## config.mk

```make
export PLATFORM = sky130hd
export DESIGN_NAME = axis_collision_top_ten_tracker
export DESIGN_NICKNAME = d
export VERILOG_FILES = /design/src/rtl/actt_pkg.sv /design/src/rtl/actt_entry_ram.sv /design/src/rtl/axis_collision_top_ten_tracker.sv
export VERILOG_INCLUDE_DIRS = /design/src /design/src/rtl
export SDC_FILE = /design/constraint.sdc
export NUM_CORES = 1
export LEC_CHECK = 0
export BUFFER_PORTS_ARGS = -buffer_cell sky130_fd_sc_hd__buf_2
export CAP_MARGIN = 30
export CORE_MARGIN = 5
export CORE_UTILIZATION = 45
export DETAILED_ROUTE_END_ITERATION = 12
export GPL_ROUTABILITY_DRIVEN = 0
export PLACE_DENSITY_LB_ADDON = 0.12
export SYNTH_ARGS = -nofsm -noshare
export SYNTH_HDL_FRONTEND = slang
export SYNTH_SLANG_ARGS = --single-unit
```

## constraint.sdc

```tcl
create_clock -name clk -period 8.4 [get_ports clk]
set_input_delay 0 -clock clk [delete_from_list [all_inputs] [get_ports clk]]
set_output_delay 0 -clock clk [all_outputs]
set_load 0.005 [all_outputs]
```

## src/rtl/axis_collision_top_ten_tracker_assert.svh

```systemverilog
// ----------------------------------------------------------------------------
// Assertion macros for the axis collision tracker
// Concurrent property wrappers with a common clock and reset.
// ----------------------------------------------------------------------------
`ifndef AXIS_COLLISION_TOP_TEN_TRACKER_ASSERT_SVH
`define AXIS_COLLISION_TOP_TEN_TRACKER_ASSERT_SVH

// Same-cycle implication.
`define ACTT_ASSERT_IMP(label, clk, rst, ante, cons) \
  label: assert property (@(posedge clk) disable iff (rst) (ante) |-> (cons)) \
    else $error("actt: same-cycle property failed");

// Next-cycle implication.
`define ACTT_ASSERT_NXT(label, clk, rst, ante, cons) \
  label: assert property (@(posedge clk) disable iff (rst) (ante) |=> (cons)) \
    else $error("actt: next-cycle property failed");

`endif

```

## src/rtl/actt_pkg.sv

```systemverilog
// ----------------------------------------------------------------------------
// actt_pkg
// Types and fixed constants of the axis collision tracker.
// ----------------------------------------------------------------------------
package actt_pkg;

  localparam int NUM_AXES = 3;
  localparam int AXIS_W   = 2;
  localparam int THRESH_W = 15;
  localparam int COUNT_W  = 32;
  localparam int SIZE_W   = 4;

  localparam logic [THRESH_W-1:0] THRESH_RESET = 15'd2048;
  localparam logic [COUNT_W-1:0]  COUNT_MAX    = 32'hFFFF_FFFF;

  localparam logic [AXIS_W-1:0] AXIS_X = 2'd0;
  localparam logic [AXIS_W-1:0] AXIS_Y = 2'd1;
  localparam logic [AXIS_W-1:0] AXIS_Z = 2'd2;

  typedef enum logic [1:0] {
    ST_IDLE,
    ST_SCAN,
    ST_SHIFT,
    ST_OUT
  } state_t;

endpackage

```

## src/rtl/actt_entry_ram.sv

```systemverilog
// ----------------------------------------------------------------------------
// actt_entry_ram
// Simple dual-port RAM, one write and one registered read port.
// ----------------------------------------------------------------------------
module actt_entry_ram #(
  parameter int DEPTH = 30,
  parameter int WIDTH = 16,
  localparam int ADDR_W = $clog2(DEPTH)
) (
  input  logic              clk,
  input  logic              we,
  input  logic [ADDR_W-1:0] waddr,
  input  logic [WIDTH-1:0]  wdata,
  input  logic              re,
  input  logic [ADDR_W-1:0] raddr,
  output logic [WIDTH-1:0]  rdata
);

  logic [WIDTH-1:0] mem [DEPTH];

  always_ff @(posedge clk) begin
    if (we) begin
      mem[waddr] <= wdata;
    end
  end

  always_ff @(posedge clk) begin
    if (re) begin
      rdata <= mem[raddr];
    end
  end

endmodule

```

## src/rtl/axis_collision_top_ten_tracker.sv

```systemverilog
// ----------------------------------------------------------------------------
// axis_collision_top_ten_tracker
// Per-axis collision counter and sorted list of the largest distinct samples.
// ----------------------------------------------------------------------------
//
//  Channel   Direction  Handshake                 Contents
//  s_axis    in         s_axis_tvalid/tready      tuser: axis; tdata: sample
//  m_axis    out        m_axis_tvalid/tready      tdata: result fields
//  cfg       in         cfg_we (no wait)          collision threshold
//
//  Steps: accept a transaction, walk the n entries of its axis list, move
//  the m entries beside the insertion point (m < LIST_DEPTH) if the list
//  changes, load the output. A new transaction is accepted only in ST_IDLE,
//  after the last one has passed its result to the output register.
//  Entries are read one at a time through the single read port of the entry RAM.
//  Reset is synchronous; entries need no clearing since only the first
//  list_size entries of an axis are ever read.
//  A result waiting on m_axis does not block a new input transaction; the
//  next result waits in ST_OUT until the output register is free.
//
module axis_collision_top_ten_tracker #(
  parameter int LIST_DEPTH   = 10,
  parameter int SAMPLE_WIDTH = 16,
  localparam int IN_W  = ((SAMPLE_WIDTH + 7) / 8) * 8,
  localparam int RES_W = 38 + 2 * SAMPLE_WIDTH,
  localparam int OUT_W = ((RES_W + 7) / 8) * 8
) (
  input  logic                          clk,
  input  logic                          rst,
  // configuration
  input  logic                          cfg_we,
  input  logic [actt_pkg::THRESH_W-1:0] cfg_wdata,
  // input stream
  input  logic                          s_axis_tvalid,
  output logic                          s_axis_tready,
  input  logic [IN_W-1:0]               s_axis_tdata,  // accel_sample, zero pad
  input  logic [actt_pkg::AXIS_W-1:0]   s_axis_tuser,  // axis
  // output stream
  output logic                          m_axis_tvalid,
  input  logic                          m_axis_tready,
  // collided, collision_count, list_changed, list_size, list_largest,
  // list_smallest, zero pad
  output logic [OUT_W-1:0]              m_axis_tdata
);

  import actt_pkg::*;

  localparam int W        = SAMPLE_WIDTH;
  localparam int D        = LIST_DEPTH;
  localparam int IDX_W    = $clog2(D + 1);
  localparam int MEM_D    = NUM_AXES * D;
  localparam int ADDR_W   = $clog2(MEM_D);
  localparam int CMP_W    = (W > THRESH_W) ? W : THRESH_W;

  // --------------------------------------------------------------------------
  // Architectural state held in flops: threshold, counters and list sizes.
  // --------------------------------------------------------------------------
  logic [THRESH_W-1:0] threshold;
  logic [COUNT_W-1:0]  counters [NUM_AXES];
  logic [SIZE_W-1:0]   sizes    [NUM_AXES];

  state_t state, state_next;

  // Item context captured on acceptance.
  logic [AXIS_W-1:0]   ax_r;
  logic signed [W-1:0] sample_r;
  logic [ADDR_W-1:0]   base_r;
  logic [IDX_W-1:0]    n_cur;

  // Scan walk: read pointer, read-data tag and gathered facts.
  logic [IDX_W-1:0]    rd_i;
  logic                rd_v;
  logic [IDX_W-1:0]    rd_tag;
  logic                dup;
  logic [IDX_W-1:0]    lt_cnt;
  logic signed [W-1:0] e0, e1, elast;

  // Shift walk.
  logic                sh_up;
  logic [IDX_W-1:0]    sh_rd;
  logic [IDX_W-1:0]    sh_left;
  logic [IDX_W-1:0]    place_idx;
  logic                pend;
  logic [ADDR_W-1:0]   pend_addr;

  // Result held until the output register is free.
  logic                res_collided;
  logic [COUNT_W-1:0]  res_count;
  logic                res_changed;
  logic [SIZE_W-1:0]   res_size;
  logic signed [W-1:0] res_largest, res_smallest;

  // Output register.
  logic                m_valid;
  logic                m_collided;
  logic [COUNT_W-1:0]  m_count;
  logic                m_changed;
  logic [SIZE_W-1:0]   m_size;
  logic [W-1:0]        m_largest, m_smallest;

  // RAM ports.
  logic                ram_we, ram_re;
  logic [ADDR_W-1:0]   ram_waddr, ram_raddr;
  logic signed [W-1:0] ram_wdata, ram_q;

  // --------------------------------------------------------------------------
  // Input decode: magnitude compare and per-axis lookups.
  // --------------------------------------------------------------------------
  logic signed [W-1:0] in_sample;
  logic [W-1:0]        in_mag;
  logic                in_hit;
  logic                in_axis_ok;
  logic [COUNT_W-1:0]  cnt_cur, cnt_new;
  logic [SIZE_W-1:0]   size_in;
  logic [ADDR_W-1:0]   base_in;
  logic                in_acc;

  assign in_sample  = s_axis_tdata[W-1:0];
  // Full-scale negative yields 2^(W-1), which fits in W unsigned bits.
  assign in_mag     = in_sample[W-1] ? (~in_sample + W'(1)) : in_sample;
  assign in_hit     = CMP_W'(in_mag) > CMP_W'(threshold);
  assign in_axis_ok = (s_axis_tuser == AXIS_X) || (s_axis_tuser == AXIS_Y) ||
                      (s_axis_tuser == AXIS_Z);
  assign cnt_cur    = in_axis_ok ? counters[s_axis_tuser] : '0;
  assign cnt_new    = (in_hit && (cnt_cur != COUNT_MAX)) ? cnt_cur + COUNT_W'(1)
                                                         : cnt_cur;
  assign size_in    = in_axis_ok ? sizes[s_axis_tuser] : '0;
  assign base_in    = ADDR_W'(s_axis_tuser) * ADDR_W'(D);

  assign s_axis_tready = (state == ST_IDLE);
  assign in_acc        = s_axis_tvalid && s_axis_tready;

  // --------------------------------------------------------------------------
  // Decision at the end of the scan.
  // --------------------------------------------------------------------------
  logic                scan_done, shift_done, out_load;
  logic                scan_rd, shift_rd;
  logic                full, unchanged;
  logic [IDX_W-1:0]    n_new;
  logic signed [W-1:0] dec_largest, dec_smallest;

  assign full      = (n_cur == IDX_W'(D));
  // A value below every entry of a full list is dropped; so is a duplicate.
  assign unchanged = dup || (full && (lt_cnt == '0));
  assign n_new     = (unchanged || full) ? n_cur : n_cur + IDX_W'(1);

  always_comb begin
    if (unchanged) begin
      dec_largest  = (n_cur != '0) ? elast : '0;
      dec_smallest = (n_cur != '0) ? e0 : '0;
    end else if (full) begin
      dec_largest  = (lt_cnt == IDX_W'(D)) ? sample_r : elast;
      dec_smallest = (lt_cnt == IDX_W'(1)) ? sample_r : e1;
    end else begin
      dec_largest  = (lt_cnt == n_cur) ? sample_r : elast;
      dec_smallest = (lt_cnt == '0) ? sample_r : e0;
    end
  end

  // --------------------------------------------------------------------------
  // Sequencer: next state and RAM control.
  // --------------------------------------------------------------------------
  always_comb begin
    state_next = state;
    scan_done  = 1'b0;
    shift_done = 1'b0;
    out_load   = 1'b0;
    scan_rd    = 1'b0;
    shift_rd   = 1'b0;
    unique case (state)
      ST_IDLE: begin
        if (in_acc) begin
          state_next = in_axis_ok ? ST_SCAN : ST_OUT;
        end
      end
      ST_SCAN: begin
        scan_rd = (rd_i < n_cur);
        if ((rd_i == n_cur) && !rd_v) begin
          scan_done  = 1'b1;
          state_next = unchanged ? ST_OUT : ST_SHIFT;
        end
      end
      ST_SHIFT: begin
        shift_rd = (sh_left != '0);
        if ((sh_left == '0) && !pend) begin
          shift_done = 1'b1;
          state_next = ST_OUT;
        end
      end
      ST_OUT: begin
        if (!m_valid || m_axis_tready) begin
          out_load   = 1'b1;
          state_next = ST_IDLE;
        end
      end
      default: state_next = ST_IDLE;
    endcase
  end

  assign ram_re    = scan_rd || shift_rd;
  assign ram_raddr = base_r + ADDR_W'(scan_rd ? rd_i : sh_rd);
  // Moved entries go out first; the new value lands once the walk is drained.
  assign ram_we    = pend || shift_done;
  assign ram_waddr = pend ? pend_addr : base_r + ADDR_W'(place_idx);
  assign ram_wdata = pend ? ram_q : sample_r;

  actt_entry_ram #(
    .DEPTH (MEM_D),
    .WIDTH (W)
  ) u_entry_ram (
    .clk   (clk),
    .we    (ram_we),
    .waddr (ram_waddr),
    .wdata (ram_wdata),
    .re    (ram_re),
    .raddr (ram_raddr),
    .rdata (ram_q)
  );

  always_ff @(posedge clk) begin
    if (rst) begin
      state <= ST_IDLE;
    end else begin
      state <= state_next;
    end
  end

  // --------------------------------------------------------------------------
  // Control and architectural registers.
  // --------------------------------------------------------------------------
  always_ff @(posedge clk) begin
    if (rst) begin
      threshold <= THRESH_RESET;
      for (int a = 0; a < NUM_AXES; a++) begin
        counters[a] <= '0;
        sizes[a]    <= '0;
      end
      rd_v    <= 1'b0;
      pend    <= 1'b0;
      m_valid <= 1'b0;
    end else begin
      if (cfg_we) begin
        threshold <= cfg_wdata;
      end
      // Count the collision on acceptance; no other item can see it earlier.
      if (in_acc && in_axis_ok) begin
        counters[s_axis_tuser] <= cnt_new;
      end
      if (scan_done) begin
        sizes[ax_r] <= SIZE_W'(n_new);
      end
      rd_v <= scan_rd;
      pend <= shift_rd;
      // A fresh load wins; otherwise drop the valid once taken.
      if (out_load) begin
        m_valid <= 1'b1;
      end else if (m_valid && m_axis_tready) begin
        m_valid <= 1'b0;
      end
    end
  end

  // --------------------------------------------------------------------------
  // Datapath registers.
  // --------------------------------------------------------------------------
  always_ff @(posedge clk) begin
    if (in_acc) begin
      ax_r         <= s_axis_tuser;
      sample_r     <= in_sample;
      base_r       <= base_in;
      n_cur        <= IDX_W'(size_in);
      rd_i         <= '0;
      dup          <= 1'b0;
      lt_cnt       <= '0;
      res_collided <= in_hit;
      // Unused axis code: every field but collided reads zero.
      res_count    <= in_axis_ok ? cnt_new : '0;
      res_changed  <= 1'b0;
      res_size     <= '0;
      res_largest  <= '0;
      res_smallest <= '0;
    end

    if (scan_rd) begin
      rd_i   <= rd_i + IDX_W'(1);
      rd_tag <= rd_i;
    end
    if (rd_v) begin
      if (ram_q == sample_r) begin
        dup <= 1'b1;
      end
      if (ram_q < sample_r) begin
        lt_cnt <= lt_cnt + IDX_W'(1);
      end
      if (rd_tag == '0) begin
        e0 <= ram_q;
      end
      if (rd_tag == IDX_W'(1)) begin
        e1 <= ram_q;
      end
      if (rd_tag == n_cur - IDX_W'(1)) begin
        elast <= ram_q;
      end
    end

    if (scan_done) begin
      res_changed  <= !unchanged;
      res_size     <= SIZE_W'(n_new);
      res_largest  <= dec_largest;
      res_smallest <= dec_smallest;
      sh_up        <= !full;
      if (!full) begin
        // Open a slot: move entries at or above the insertion point up by one.
        sh_rd     <= n_cur - IDX_W'(1);
        sh_left   <= n_cur - lt_cnt;
        place_idx <= lt_cnt;
      end else begin
        // Evict the smallest: move the entries below the new value down.
        sh_rd     <= IDX_W'(1);
        sh_left   <= lt_cnt - IDX_W'(1);
        place_idx <= lt_cnt - IDX_W'(1);
      end
    end

    if (shift_rd) begin
      sh_left   <= sh_left - IDX_W'(1);
      sh_rd     <= sh_up ? sh_rd - IDX_W'(1) : sh_rd + IDX_W'(1);
      pend_addr <= sh_up ? ram_raddr + ADDR_W'(1) : ram_raddr - ADDR_W'(1);
    end

    if (out_load) begin
      m_collided <= res_collided;
      m_count    <= res_count;
      m_changed  <= res_changed;
      m_size     <= res_size;
      m_largest  <= res_largest;
      m_smallest <= res_smallest;
    end
  end

  assign m_axis_tvalid = m_valid;
  assign m_axis_tdata  = OUT_W'({m_smallest, m_largest, m_size, m_changed,
                                 m_count, m_collided});

  // --------------------------------------------------------------------------
  // Assertions
  // --------------------------------------------------------------------------
  logic sizes_ok;

  assign sizes_ok = (sizes[0] <= SIZE_W'(D)) && (sizes[1] <= SIZE_W'(D)) &&
                    (sizes[2] <= SIZE_W'(D));

`include "axis_collision_top_ten_tracker_assert.svh"

  `ACTT_ASSERT_NXT(a_accept_leaves_idle, clk, rst, in_acc, state != ST_IDLE)
  `ACTT_ASSERT_IMP(a_ram_write_in_shift, clk, rst, ram_we, state == ST_SHIFT)
  `ACTT_ASSERT_IMP(a_sizes_bounded, clk, rst, 1'b1, sizes_ok)

endmodule
```

# After elaboration in Yosys (flattened, before gate mapping)
# Memories as Yosys holds them, arrays and structs flattened. A register that Yosys moved wholly into a read port is not among the register bits.
# Cells that the tools add are included.
[totals]
regBits = 261
n_memories = 3
out_inout_bits = 74
mem_bits_rw = 588
[memory_table]
columns = ["memory", "words", "word_bits", "read_ports", "rd_clocked_by_memory_dff", "write_ports", "line_no", "source"]
rows = [
  ["u_entry_ram.mem", 30, 16, 1, 1, 1, "actt_entry_ram.sv:19", "logic [WIDTH-1:0] mem [DEPTH];"],
  ["counters", 3, 32, 1, 0, 3, "axis_collision_top_ten_tracker.sv:59", "logic [COUNT_W-1:0] counters [NUM_AXES];"],
  ["sizes", 3, 4, 1, 1, 3, "axis_collision_top_ten_tracker.sv:60", "logic [SIZE_W-1:0] sizes [NUM_AXES];"],
]
[classes]
addsub = 15
bitwise = 1
n_mul = 1
order_cmp = 3
n_reduce_logical = 37
n_eq_ne = 18
muxes = 73
[ops]
columns = ["op", "n"]
rows = [
  ["two-way mux 16 bit", 15],
  ["two-way mux 32 bit", 3],
  ["two-way mux 4 bit", 17],
  ["adder 32 x 1 -> 32 bit (second input constant)", 1],
  ["!= test 32 bit (second input constant)", 1],
  ["OR reduction 32 bit", 1],
  ["two-way mux 1 bit", 28],
  ["adder 16 x 2 -> 16 bit (second input constant)", 1],
  ["adder 4 x 1 -> 4 bit (second input constant)", 4],
  ["== test 16 bit", 1],
  ["> comparator 16 x 15 -> 1 bit", 1],
  ["< comparator 16 bit", 1],
  ["NOT 16 bit", 1],
  ["subtractor 4 x 1 -> 4 bit (second input constant)", 4],
  ["two-way mux 2 bit", 7],
  ["== test 4 bit", 3],
  ["zero test 4 bit", 3],
  ["adder 5 x 4 -> 5 bit", 2],
  ["two-way mux 5 bit", 2],
  ["== test 4 x 1 -> 1 bit (second input constant)", 2],
  ["== test 4 bit (second input constant)", 2],
  ["case mux 2 bit (4 select lines)", 1],
  ["nonzero test 2 bit", 4],
  ["nonzero test 4 bit", 2],
  ["other kinds (16)", 41],
]

# Depth between registers and ports, before layout
[depth]
ltp_word = 9
depth_mapped = 18

# By module
# From an unflattened synthesis, not the netlist that was laid out.
[unflattened]
cells_unflattened = 2354
hier_area_um2 = 36875.4
[by_module_without_submodules]
columns = ["module", "seq_area_each_um2", "area_per_inst_um2", "cells_per_inst", "instances"]
rows = [
  ["actt_entry_ram", 14894.3, 19294.8, 940, 1],
  ["axis_collision_top_ten_tracker", 10830.4, 17580.6, 1414, 1],
]

# Least setup slack after synthesis
# No wires, ideal clock.
[synth_path]
path_kind = "reg-to-reg"
startpoint = "register n_cur[3] (read register of sizes)"
endpoint = "register u_entry_ram.rdata[11] (read register of u_entry_ram.mem), data pin"
required_time_ns = 8.124
path_stages_with_launch = 18
path_slack_ns = 4.195
synth_period_minus_slack_ns = 4.205
arrival_time_ns = 3.929
path_buffers = 3
cell_sequence = "edfxtp_1 > inv_1 > ha_1 > a211oi_1 > nand2_1 > inv_1 > nand2_1 > o21ai_0 > ha_1 > inv_1 > fa_1 > clkbuf_1 > nand2_1 > clkbuf_1 > clkbuf_1 > o22ai_1 > o41ai_1 > a211oi_1"
[synth_between]
elab_chain_len = 4
[synth_lines]
columns = ["item", "line_no", "source"]
rows = [
  ["start: declaration", "axis_collision_top_ten_tracker.sv:68", "logic [IDX_W-1:0] n_cur;"],
  ["< comparator 4 bit *", "axis_collision_top_ten_tracker.sv:177", "scan_rd = (rd_i < n_cur);"],
  ["two-way mux 1 bit *", "axis_collision_top_ten_tracker.sv:170", "unique case (state)"],
  ["net scan_rd", "axis_collision_top_ten_tracker.sv:137", "logic scan_rd, shift_rd;"],
  ["two-way mux 4 bit", "axis_collision_top_ten_tracker.sv:201", "assign ram_raddr = base_r + ADDR_W'(scan_rd ? rd_i : sh_rd);"],
  ["adder 5 x 4 -> 5 bit", "axis_collision_top_ten_tracker.sv:201", ""],
  ["end: declaration", "actt_entry_ram.sv:16", "output logic [WIDTH-1:0] rdata"],
]
# Mark *: on every way through the listed nets, which the timed path passes. The rest lies on a longest branch.
# A chain may end at the register's enable or synchronous reset.

# Worst setup path in the final report
[layout_path]
startpoint = "register n_cur[3] (read register of sizes)"
endpoint = "register u_entry_ram.rdata[9] (read register of u_entry_ram.mem), data pin"
# The elaborated chain is that of the path after synthesis.

==> results.yml <==
routing:
  highest_layer: "met4"
  vias: 22330
  drc: 0
  met3WireLength_um: 6253
  wl_met1_um: 40220
  drt-total-wl_um: 93470
  wl_met2_um: 44720
  avgViaCountPerCell: 5.665
  drt-initial-drc-count: 1972
  first_pass_iters: 6
  wl_per_cell_um: 23.71
  antenna_left: 0
finish:
  antenna_cells: 0
  final_common_cell: "edfxtp_1"
  syn2layout_area_growth_pct: 15.91
  seqCellArea_sq_um: 25730
  fin_nets: 2926
  multi_input_area_sq_um: 9527
  final_cell_mix: "edfxtp_1, nand2_1, nor2_1"
  utilization_pct: 52.77
  fillCellCount: 6617
  drive_gt1_share_pct: 12.90
cts:
  clock-root-buffer: "clkbuf_16"
  cts_max_level: 3
  clock_sinks: 865
  numCtsBuffers: 92
  clkTransAtPathRegs_ns: 0.06
  postCtsSetupRepairBufs: 0
  clock_latency_ns: 0.64
  cts_buffer_depth: 3
  cts_tree: "yes"
  hold_buffers: 66
  cts_resized: 0
place:
  port_buffers: 109
  dp_slack_ns: 2.795
  hpwlAfterDp_um: 56970
timing:
  max_freq_mhz: 176.7
  tns_ns: 0
  worst_pin_slew_ns: 1.012
  layout_setup_ws_ns: 2.740
  finalClockSkew_ns: 0.03191
  min_period_ns: 5.661
  maxSlewHeadroom_pct: 32.45
  setup_viol: 0
  rsz0062_at_grt: "no"
  whs_ns: 0.04920
  hold_violations: 0
  post-route-period-util_pct: 67.39
  finalMaxSlewViolations: 0
synth:
  ys.flop_type: "edfxtp_1"
  synth_cell_types: 69
  synth_mux_area_share_pct: 3.862
  yosysTopAreaCell: "edfxtp_1"
  yosys.area_share.simple_pct: 9.743
  synthAdderAreaFrac_pct: 2.531
  synth_seq_cells: 865
  synth_warnings: 0
  async_flop_share_pct: 0
  synth_top_family_by_area: "simple AND/OR/NAND/NOR gates"
  synth_xor_area_share_pct: 1.796
  ys_seq_area_share_pct: 71.28
  yosysTopAreaCellShare_pct: 69.90
  synth-compound-area-share_pct: 8.040
  syn_area_sq_um: 36090
  synth_edf_count: 840
  syn_avg_cell_area_sq_um: 13.85
  netlist_top_cells_area: "edfxtp_1, mux2i_1, nand2_1"
  postSynthCellCount: 2605
status:
  status: "finished clean"
setup_path:
  cp.required_ns: 8.75
  crit_path_max_fanout: 32
  path_class: "reg2reg"
  regToRegEndpoint: "u_entry_ram.rdata[9]$_DFFE_PP_"
  r2r.worst_path.cells: 15
  crit_arrival_ns: 6.01
  r2r_setup_slack_ns: 2.74
  r2r-start: "n_cur[3]$_SDFFCE_PP0P_"
  cp-start-kind: "flop"
  end_kind: "flop"
die:
  num_rows: 103
  io_pins: 112
  die_h_um: 293.2
  die_x_um: 293.2
  core_area_sq_um: 79260
  dieArea_sq_um: 85960
  initial_core_util_pct: 45.53
global_routing:
  grt_pass1_wl_um: 139600
  antenna_found_initial: 0
  grt_pass1_vias: 22170
  grt_remaining_overflow: 0
  grt.total_usage_pct: 21.13
  grt_start_max_net_pins: 88
worst_hold_path:
  worstHoldStart: "s_axis_tuser[1]"
  min_path_cells: 2
  hp-class: "in2reg"
  whs_endpoint: "base_r[2]$_DFFE_PP_"
power:
  powerDensity_nw_per_um2: 334.6
  power_w: 0.01399
  leakage_nw: 14.93
  vdd_ir_drop_max_mv: 0.2885
run:
  max_cap_viol_count: 0
-- layer usage --
| metal | up-vias | GRT usage [%] |
|---|---|---|
| met4 | 0 | 6.182 |
| li1 | 10180 | - |
| met1 | 11230 | 29.37 |
| met3 | 130 | 3.386 |
| met5 | - | 0 |
| met2 | 793 | 34.81 |
-- cell type report --
class                   count  share of cell area, %
flip-flops and latches    865                  61.50
repair buffers            257                  4.592
clock inverters            47                  1.113
inverters                 103                 0.9363
well taps                1050                  3.141
clock buffers             121                  5.938
multi-input cells        1499                  22.78
-- worst max-delay path by stage --
stage / startpoint / to / cells past startpoint
6_report: n_cur[3]$_SDFFCE_PP0P_ / u_entry_ram.rdata[9]$_DFFE_PP_ / 15
5_1_grt: n_cur[3]$_SDFFCE_PP0P_ / u_entry_ram.rdata[9]$_DFFE_PP_ / 15
4_1_cts: n_cur[3]$_SDFFCE_PP0P_ / u_entry_ram.rdata[1]$_DFFE_PP_ / 15
3_5_place_dp: n_cur[3]$_SDFFCE_PP0P_ / u_entry_ram.rdata[0]$_DFFE_PP_ / 15
3_3_place_gp: n_cur[3]$_SDFFCE_PP0P_ / u_entry_ram.rdata[1]$_DFFE_PP_ / 15
2_1_floorplan: n_cur[3]$_SDFFCE_PP0P_ / u_entry_ram.rdata[11]$_DFFE_PP_ / 17
-- sequential cells by signal (all words and copies together) (netlist names), 15 cells and up --
| register | count |
|---|---|
| counters | 96 |
| e0 | 16 |
| e1 | 16 |
| elast | 16 |
| m_count | 32 |
| m_largest | 16 |
| m_smallest | 16 |
| res_count | 32 |
| res_largest | 16 |
| res_smallest | 16 |
| sample_r | 16 |
| threshold | 15 |
| u_entry_ram.mem | 480 |
| u_entry_ram.rdata | 16 |
-- through the flow --
stage,area [sq um],instances
detailed placement,38190,3706
global placement,38050,3697
floorplan,36090,2606
CTS,41800,3940
finish,41830,3942
global route,41830,3942
-- synth_stat cells (all sizes together) (25+ instances only) --
library cell    n
edfxtp        840
nand2         349
nor2          210
mux2i         137
clkbuf        103
inv           102
a21oi          93
a211oi         66
ha             65
xnor2          61
nand3          56
and3           52
o22ai          49
o21ai          47
o31ai          37
buf            36
nor4           31
nor3           26
o2bb2ai        26
dfxtp          25
-- kinds of logic (layout without fill, tap and decap cells) --
| logic type | Yosys count | after routing |
|---|---|---|
| fa+ha+maj | 70 | 70 |
| xor+xnor | 74 | 74 |
| buf+inv | 242 | 528 |
| simple gates | 788 | 788 |
| mux | 139 | 139 |
| compound gates | 426 | 426 |
| flops | 865 | 865 |
| other cells | 1 | 2 |
-- where the power goes --
part           switching, W  internal, W  total [W]
Combinational       0.00297      0.00134    0.00431
Sequential         0.000255      0.00546    0.00571
Clock               0.00165      0.00233    0.00397
-- critical path: stages, from the launching register on --
cell      delay, ns
edfxtp_1       0.46
inv_1          0.13
ha_1           0.34
a211oi_1       0.46
nand2_1        0.32
inv_1          0.30
nand2_1        0.08
o21ai_0        0.09
ha_1           0.20
inv_1          0.05
fa_1           0.80
inv_1          0.18
nand2_2        0.74
o22ai_1        0.16
o41ai_1        0.84
a211oi_1       0.18
Power figures use the tool's default switching activity.
